==> src/rtl/snb_pkg.sv <==
`default_nettype none
// ----------------------------------------------------------------------------
// snb_pkg
// Shared constants and types for the stereo notch biquad.
// ----------------------------------------------------------------------------
package snb_pkg;

  localparam int SAMPLE_BITS_DEF    = 16;
  localparam int COEF_FRAC_BITS_DEF = 14;

  localparam int ZERO_COEF_W  = 16;
  localparam int POLE_ONE_W   = 16;
  localparam int POLE_TWO_W   = 15;
  localparam int CFG_IDX_W    = 2;
  localparam int CFG_DATA_W   = 16;

  typedef enum logic [CFG_IDX_W-1:0] {
    REG_ZERO_COEF     = 2'd0,
    REG_POLE_COEF_ONE = 2'd1,
    REG_POLE_COEF_TWO = 2'd2
  } cfg_reg_t;

endpackage
`default_nettype wire

==> src/rtl/stereo_notch_biquad_top.sv <==
`default_nettype none
// ----------------------------------------------------------------------------
// stereo_notch_biquad_top
// Second-order IIR notch filter, direct form I, for a stereo sample stream.
// ----------------------------------------------------------------------------
// Channel  Direction  Handshake            Payload
// in_      slave      tvalid/tready/tlast  tdata: left, right; tlast: block_last
// out_     master     tvalid/tready/tlast  tdata: left, right; tlast: block_end
// cfg_     slave      valid/ready          addr: register index, data: value
//
// One sample pair per clock cycle is sustained while the output is not stalled;
// the feedback path from the output history through the three parallel
// multipliers and the sum of each channel is combinational, which allows that.
// A pair is held in an input register, filtered and written to the output
// register, which drives out_tvalid.
// Reset (synchronous, rst_n low) clears coefficients, history and valids.
// A stalled output keeps one further pair waiting in the input register.
// ----------------------------------------------------------------------------
module stereo_notch_biquad_top #(
  parameter int SAMPLE_BITS    = snb_pkg::SAMPLE_BITS_DEF,
  parameter int COEF_FRAC_BITS = snb_pkg::COEF_FRAC_BITS_DEF
) (
  input  wire logic                                  clk,
  input  wire logic                                  rst_n,
  input  wire logic                                  in_tvalid,
  output logic                                       in_tready,
  // bits up: left_sample, right_sample, zero padding
  input  wire logic [((2*SAMPLE_BITS+7)/8)*8-1:0]    in_tdata,
  input  wire logic                                  in_tlast,
  output logic                                       out_tvalid,
  input  wire logic                                  out_tready,
  // bits up: left_result, right_result, zero padding
  output logic      [((2*SAMPLE_BITS+7)/8)*8-1:0]    out_tdata,
  output logic                                       out_tlast,
  input  wire logic                                  cfg_valid,
  output logic                                       cfg_ready,
  input  wire logic [snb_pkg::CFG_IDX_W-1:0]         cfg_addr,
  input  wire logic [snb_pkg::CFG_DATA_W-1:0]        cfg_data
);

  import snb_pkg::*;

  localparam int S      = SAMPLE_BITS;
  localparam int F      = COEF_FRAC_BITS;
  localparam int TD_W   = ((2*S+7)/8)*8;
  localparam int PAD_W  = TD_W - 2*S;
  localparam int P1_W   = S + ZERO_COEF_W;
  localparam int P2_W   = S + POLE_ONE_W;
  localparam int P3_W   = S + POLE_TWO_W;
  localparam int XS_W   = S + F + 1;
  localparam int MAXW_A = (P1_W > P2_W) ? P1_W : P2_W;
  localparam int MAXW_B = (MAXW_A > XS_W) ? MAXW_A : XS_W;
  localparam int ACC_W  = MAXW_B + 3;
  localparam int SH_W   = ACC_W - F;

  localparam logic signed [ACC_W-1:0] ROUND   = ACC_W'(1) <<< (F-1);
  localparam logic signed [SH_W-1:0]  SAT_MAX = {{(SH_W-S+1){1'b0}}, {(S-1){1'b1}}};
  localparam logic signed [SH_W-1:0]  SAT_MIN = ~SAT_MAX;

  logic signed [ZERO_COEF_W-1:0] zero_coef_r;
  logic signed [POLE_ONE_W-1:0]  pole_one_r;
  logic signed [POLE_TWO_W-1:0]  pole_two_r;

  logic                 s1_valid_r;
  logic signed [S-1:0]  s1_left_r;
  logic signed [S-1:0]  s1_right_r;
  logic                 s1_last_r;

  logic signed [S-1:0]  l_xin_r [0:1];
  logic signed [S-1:0]  l_yout_r [0:1];
  logic signed [S-1:0]  r_xin_r [0:1];
  logic signed [S-1:0]  r_yout_r [0:1];

  logic                 out_valid_r;
  logic signed [S-1:0]  out_left_r;
  logic signed [S-1:0]  out_right_r;
  logic                 out_last_r;

  logic                 advance;
  logic                 in_accept;
  logic signed [S-1:0]  y_left_nxt;
  logic signed [S-1:0]  y_right_nxt;

  function automatic logic signed [S-1:0] biquad_step(
    input logic signed [S-1:0]           x0,
    input logic signed [S-1:0]           x1,
    input logic signed [S-1:0]           x2,
    input logic signed [S-1:0]           y1,
    input logic signed [S-1:0]           y2,
    input logic signed [ZERO_COEF_W-1:0] b1,
    input logic signed [POLE_ONE_W-1:0]  a1,
    input logic signed [POLE_TWO_W-1:0]  a2
  );
    logic signed [P1_W-1:0]  p1;
    logic signed [P2_W-1:0]  p2;
    logic signed [P3_W-1:0]  p3;
    logic signed [ACC_W-1:0] xs0;
    logic signed [ACC_W-1:0] xs2;
    logic signed [ACC_W-1:0] acc;
    logic signed [SH_W-1:0]  sh;
    logic signed [S-1:0]     y;
    p1  = b1 * x1;
    p2  = a1 * y1;
    p3  = a2 * y2;
    xs0 = ACC_W'(x0) <<< F;
    xs2 = ACC_W'(x2) <<< F;
    acc = xs0 + xs2 + ACC_W'(p1) + ACC_W'(p2) + ACC_W'(p3) + ROUND;
    sh  = $signed(acc[ACC_W-1:F]);
    if (sh > SAT_MAX) begin
      y = SAT_MAX[S-1:0];
    end else if (sh < SAT_MIN) begin
      y = SAT_MIN[S-1:0];
    end else begin
      y = sh[S-1:0];
    end
    return y;
  endfunction

  assign advance   = s1_valid_r && (!out_valid_r || out_tready);
  assign in_tready = !s1_valid_r || advance;
  assign in_accept = in_tvalid && in_tready;
  assign cfg_ready = 1'b1;

  always_comb begin
    y_left_nxt  = biquad_step(s1_left_r, l_xin_r[0], l_xin_r[1], l_yout_r[0],
                              l_yout_r[1], zero_coef_r, pole_one_r, pole_two_r);
    y_right_nxt = biquad_step(s1_right_r, r_xin_r[0], r_xin_r[1], r_yout_r[0],
                              r_yout_r[1], zero_coef_r, pole_one_r, pole_two_r);
  end

  always_ff @(posedge clk) begin
    if (!rst_n) begin
      zero_coef_r <= '0;
      pole_one_r  <= '0;
      pole_two_r  <= '0;
    end else if (cfg_valid && cfg_ready) begin
      unique case (cfg_reg_t'(cfg_addr))
        REG_ZERO_COEF:     zero_coef_r <= $signed(cfg_data[ZERO_COEF_W-1:0]);
        REG_POLE_COEF_ONE: pole_one_r  <= $signed(cfg_data[POLE_ONE_W-1:0]);
        REG_POLE_COEF_TWO: pole_two_r  <= $signed(cfg_data[POLE_TWO_W-1:0]);
        default: begin
        end
      endcase
    end
  end

  always_ff @(posedge clk) begin
    if (!rst_n) begin
      s1_valid_r <= 1'b0;
    end else if (in_accept) begin
      s1_valid_r <= 1'b1;
    end else if (advance) begin
      s1_valid_r <= 1'b0;
    end
  end

  always_ff @(posedge clk) begin
    if (in_accept) begin
      s1_left_r  <= $signed(in_tdata[S-1:0]);
      s1_right_r <= $signed(in_tdata[2*S-1:S]);
      s1_last_r  <= in_tlast;
    end
  end

  always_ff @(posedge clk) begin
    if (!rst_n) begin
      l_xin_r[0]  <= '0;
      l_xin_r[1]  <= '0;
      l_yout_r[0] <= '0;
      l_yout_r[1] <= '0;
      r_xin_r[0]  <= '0;
      r_xin_r[1]  <= '0;
      r_yout_r[0] <= '0;
      r_yout_r[1] <= '0;
    end else if (advance) begin
      l_xin_r[0]  <= s1_left_r;
      l_xin_r[1]  <= l_xin_r[0];
      l_yout_r[0] <= y_left_nxt;
      l_yout_r[1] <= l_yout_r[0];
      r_xin_r[0]  <= s1_right_r;
      r_xin_r[1]  <= r_xin_r[0];
      r_yout_r[0] <= y_right_nxt;
      r_yout_r[1] <= r_yout_r[0];
    end
  end

  always_ff @(posedge clk) begin
    if (!rst_n) begin
      out_valid_r <= 1'b0;
    end else if (advance) begin
      out_valid_r <= 1'b1;
    end else if (out_tready) begin
      out_valid_r <= 1'b0;
    end
  end

  always_ff @(posedge clk) begin
    if (advance) begin
      out_left_r  <= y_left_nxt;
      out_right_r <= y_right_nxt;
      out_last_r  <= s1_last_r;
    end
  end

  generate
    if (PAD_W > 0) begin : g_pad
      assign out_tdata = {{PAD_W{1'b0}}, out_right_r, out_left_r};
    end else begin : g_nopad
      assign out_tdata = {out_right_r, out_left_r};
    end
  endgenerate

  assign out_tvalid = out_valid_r;
  assign out_tlast  = out_last_r;

  a_ready_when_empty: assert property (@(posedge clk) disable iff (!rst_n)
    !s1_valid_r |-> in_tready)
    else $error("input refused with an empty input register");

  a_advance_fills_out: assert property (@(posedge clk) disable iff (!rst_n)
    advance |=> out_valid_r)
    else $error("filtered pair lost on its way to the output register");

  a_history_matches_out: assert property (@(posedge clk) disable iff (!rst_n)
    advance |=> (out_left_r == l_yout_r[0]) && (out_right_r == r_yout_r[0]))
    else $error("output history differs from the delivered result");

  a_history_holds: assert property (@(posedge clk) disable iff (!rst_n)
    !advance |=> $stable(l_xin_r[0]) && $stable(r_yout_r[0]))
    else $error("history changed without a transaction moving forward");

endmodule
`default_nettype wire

==> config.mk <==
export PLATFORM = sky130hd
export DESIGN_NAME = stereo_notch_biquad_top
export DESIGN_NICKNAME = d
export VERILOG_FILES = /design/src/rtl/snb_pkg.sv /design/src/rtl/stereo_notch_biquad_top.sv
export SDC_FILE = /design/constraint.sdc
export NUM_CORES = 2
export LEC_CHECK = 0
export BUFFER_PORTS_ARGS = -buffer_cell sky130_fd_sc_hd__buf_2
export CORE_MARGIN = 2
export CORE_UTILIZATION = 45
export CTS_BUF_LIST = sky130_fd_sc_hd__clkbuf_4
export CTS_CLUSTER_DIAMETER = 100
export DETAILED_ROUTE_END_ITERATION = 16
export PLACE_DENSITY = 0.58
export SLEW_MARGIN = 20
export SYNTH_ARGS = -nofsm -noshare
export SYNTH_HDL_FRONTEND = slang
export SYNTH_SLANG_ARGS = --single-unit
==> constraint.sdc <==
create_clock -name clk -period 10.55 [get_ports clk]
set_input_delay 1.5825 -clock clk [delete_from_list [all_inputs] [get_ports clk]]
set_output_delay 1.5825 -clock clk [all_outputs]
set_load 0.005 [all_outputs]
# Word level (Yosys, flattened, before mapping)
# Memories as Yosys holds them, arrays and structs flattened.
# Cells that the tools add are included.
# totals
register_bits	115
latchBits	0
mem_bits_rw	128
rom_bits	0
out_inout_bits	36
mem_count	4
# classes
addsub	10
multipliers	6
n_div	0
n_lt_le_gt_ge	4
n_eq_ne	2
n_shift	0
n_mux	20
n_bitwise	8
n_reduce_logical	12
# memory_table
name	words	word_bits	read_ports	rd_clocked_by_memory_dff	wr	line	source
l_xin_r	2	16	2	0	2	stereo_notch_biquad_top.sv:69	logic signed [S-1:0] l_xin_r [0:1];
l_yout_r	2	16	2	0	2	stereo_notch_biquad_top.sv:70	logic signed [S-1:0] l_yout_r [0:1];
r_xin_r	2	16	2	0	2	stereo_notch_biquad_top.sv:71	logic signed [S-1:0] r_xin_r [0:1];
r_yout_r	2	16	2	0	2	stereo_notch_biquad_top.sv:72	logic signed [S-1:0] r_yout_r [0:1];
# ops
operator	count
16-bit 2-to-1 mux	12
16-bit by 16-bit multiplier with 32-bit output	4
34-bit by 31-bit adder with 35-bit output	2
35-bit by 15-bit adder with 35-bit output, second input constant	2
33-bit by 32-bit adder with 34-bit output	2
31-bit by 32-bit adder with 33-bit output	2
30-bit by 30-bit adder with 31-bit output	2
15-bit by 16-bit multiplier with 31-bit output	2
21-bit by 16-bit > comparator with 1-bit output, second input constant	2
21-bit by 16-bit < comparator with 1-bit output, second input constant	2
1-bit 2-to-1 mux	8
1-bit bitwise OR	8
2-bit AND reduction	3
2-bit nonzero test	2
2-bit by 1-bit equality test with 1-bit output, second input constant	1
2-bit equality test, second input constant	1
1-bit logical AND	2
1-bit logical NOT	2
2-bit logical NOT	1
1-bit logical OR	2

# Longest topological paths before layout
# An unclocked memory read counts as a cell.
# logic_depth
depth_word	10
mapped_depth	33
depth_no_buf	29

# Worst setup path after synthesis
# Ideal clock, no wire load.
# synth_timing
path_type	reg2reg
start	memory l_yout_r[0][0] (netlist bit)
end	memory l_yout_r[0][12] (netlist bit) (data pin)
setup_ns	0.269
arrival_time_ns	8.471
setup_slack_ns	1.810
stages_incl_launch_ff	31
n_path_buf	4
synth_period_minus_slack_ns	8.740
path_cell_list	edfxtp_1 -> clkbuf_1 -> nand2_1 -> inv_1 -> fa_1 -> inv_1 -> fa_1 -> fa_1 -> inv_1 -> fa_1 -> inv_1 -> fa_1 -> inv_1 -> fa_1 -> fa_1 -> fa_1 -> inv_1 -> fa_1 -> inv_1 -> ha_1 -> nand4_2 -> or4_1 -> nor4b_2 -> or3b_1 -> o311a_4 -> and4_1 -> buf_4 -> nand2b_4 -> buf_8 -> buf_12 -> o22ai_2
# synth_rtl
element	line
from (decl)	stereo_notch_biquad_top.sv:70

==> metrics <==
DRC viols 0; area leader, netlist fa_1; hold path depth 0; share of cells above drive strength 1 5.34%; drt initial violations 3095; syn_nets 9742; IO Pins 92; Cell Area, Synth 72500 um^2; minimum clock period 9940 ps; area of the core 160000 um^2; initial antenna violation count 16; Fin Hold WS 427 ps; CP max stage delay 1060 ps; drt pass-1 iters 6; final hold violations 0; Layout area overhead 5.77%; cells after synthesis 7342; Routed WL per cell 20.4 um; die area 164000 um^2; RSZ-0062 raised after global routing no; Clock transition at path regs 70 ps; vias in the first global route 53721; Remaining Overflow, GRT 0; clock buffer depth 3; CP max-delay cell dfxtp_1; outcome finished, final reports clean; Die W 405 um; Rel. slew slack 25.0%; WS Path Type flop to flop; synth unique cells 77; CP Launch Type flop; final wirelength 196 mm; root buf cell clkbuf_4; Post-DP HPWL 167 mm; number of setup buffers added after CTS 0; largest net degree at the start of global routing 65; CTS Sinks 243; Area contributors post-synth fa_1 (54%), inv_1 (11%), edfxtp_1 (8.0%); critical path's most frequent cell fa_1; Reg-to-Reg End l_yout_r[0][0]$_SDFFCE_PN0P_; Hold Crit Endpoint out_tlast$_DFFE_PP_; CTS tree yes; Final #Nets 9758; flop2flop setup slack 610 ps; Post-synth ARST share 0%; fin crit share 94.3%; EDFF count, synth 194; H-tree levels 3; Fmax 0.101 GHz; first-pass GRT wire length 315 mm; Total GRT Usage 25.6%; min-delay src s1_last_r$_DFFE_PP_; top-count cell post-synth inv_1; cts repair resizes 0; CTS buffer count 79; r2r startpoint pole_two_r[7]$_SDFFE_PN0P_; critical path peak fanout 19; top cell type's share of synthesized area 53.7%; CP endpoint kind flop; FF-to-FF path depth 25; Max-Cap Viols 0; Fin Setup TNS 0 ps; Setup violations, final 0; initial core utilization 45.2%; Main synth FF type edfxtp_1; Hold Path Class flop to flop; Clock Skews 121 ps; # rows 147; DIE HEIGHT 405 um; CP Data Required Time 11380 ps; # hold bufs at CTS 0; I/O Buffers 90; worst skew pair latency 1090 ps; Final ANT Viol Nets 0; sequential element share of the synthesized area 9.39%; Synth top cells by count inv_1 (2213), fa_1 (1942), and2_1 (858); Vias 47412; pins over their slew limit 0; worst-margin pin slew 1120 ps; register bit total from synthesis 243; Arrival @ worst endpoint 10780 ps; Via density 4.95; Mean Syn Cell Area 9.87 um^2; final instance area 76600 um^2; DP Area 75600 um^2; placer's final routability congestion estimate 0.925; yosys synthesis warning count 0
-- routing by layer --
metal	global-route usage (%)	part of all wire (%)	wire length (um)	up-vias
met5	0	0.041	80	-
met4	8.41	3.5	6770	12
met3	3.63	6.1	11900	229
met2	42.4	49	95500	1329
met1	34.7	42	81300	25045
li1	-	-	-	20797
-- cells in the final DEF (no fill, tap or decap), types with 14 or more instances in the layout --
cell / count
xnor2_1: 47
a21o_1: 14
inv_1: 2213
nand2b_1: 53
buf_2: 90
a21boi_0: 49
edfxtp_1: 194
and2_1: 856
xor2_1: 19
clkbuf_4: 112
nor2b_1: 30
dfxtp_1: 46
nand2_1: 759
o22ai_1: 17
o21ai_0: 38
nand3_1: 14
clkinv_1: 15
ha_1: 402
a21oi_1: 86
fa_1: 1942
buf_4: 136
nand4_1: 14
o21ai_1: 23
nor2_1: 101
-- kinds of logic after synthesis --
| family | share of synthesized area, % |
|---|---|
| other cells | 0.00518 |
| xor+xnor | 0.843 |
| compound gates | 2.77 |
| mux | 0.0414 |
| flops | 9.39 |
| buf+inv | 13.1 |
| fa+ha+maj | 60.6 |
| simple gates | 13.3 |
-- flip-flops by register name, indices dropped and copies added (netlist names) --
signal,count
l_xin_r,32
l_yout_r,32
out_left_r,16
out_right_r,16
out_tlast,1
out_tvalid,1
pole_one_r,16
pole_two_r,15
r_xin_r,32
r_yout_r,32
s1_last_r,1
s1_left_r,16
s1_right_r,16
s1_valid_r,1
zero_coef_r,16
-- worst max path at each step --
| stage | from | endpoint | cells after the start |
|---|---|---|---|
| 3_5_place_dp | pole_two_r[7]$_SDFFE_PN0P_ | l_yout_r[0][1]$_SDFFCE_PN0P_ | 25 |
| 4_1_cts | zero_coef_r[15]$_SDFFE_PN0P_ | r_yout_r[0][7]$_SDFFCE_PN0P_ | 24 |
| 6_report | pole_two_r[7]$_SDFFE_PN0P_ | l_yout_r[0][0]$_SDFFCE_PN0P_ | 25 |
| 2_1_floorplan | l_yout_r[0][0]$_SDFFCE_PN0P_ | l_yout_r[0][12]$_SDFFCE_PN0P_ | 30 |
| 3_3_place_gp | pole_two_r[7]$_SDFFE_PN0P_ | l_yout_r[0][2]$_SDFFCE_PN0P_ | 25 |
| 5_1_grt | zero_coef_r[15]$_SDFFE_PN0P_ | r_yout_r[0][0]$_SDFFCE_PN0P_ | 25 |
-- through the flow --
step | util, % | cells | setup WS [ps]
3_3_place_gp | 47.2 | 9437 | 859
4_1_cts | 47.8 | 9578 | 677
6_report | 47.8 | 9584 | 606
2_1_floorplan | - | 7342 | 1810
5_1_grt | 47.8 | 9581 | 192
3_5_place_dp | 47.2 | 9437 | 708
-- cell type report --
class                           instances  area, um^2
Antenna cell                            6        15.0
Clock buffer                          112         841
Clock inverter                         29         210
Fill cell                           15331       83600
Inverter                             2213        8310
Multi-Input combinational cell       4592       56200
Sequential cell                       243        6810
Tap cell                             2160        2700
Timing Repair Buffer                  229        1520
-- worst max-delay path, delay by kind of cell (launching register included) --
| family | cells | cell delay, ps |
|---|---|---|
| XOR/XNOR | 1 | 790 |
| AND/OR/NAND/NOR | 5 | 1170 |
| flip-flops | 1 | 1060 |
| AO/OA/AOI/OAI | 4 | 1410 |
| adder cells (fa/ha/maj) | 10 | 4730 |
| buffers and inverters | 5 | 620 |
Power is left out: the tool's default activity adds up to more than one toggle a clock period on the data nets, which glitch-free logic cannot reach.
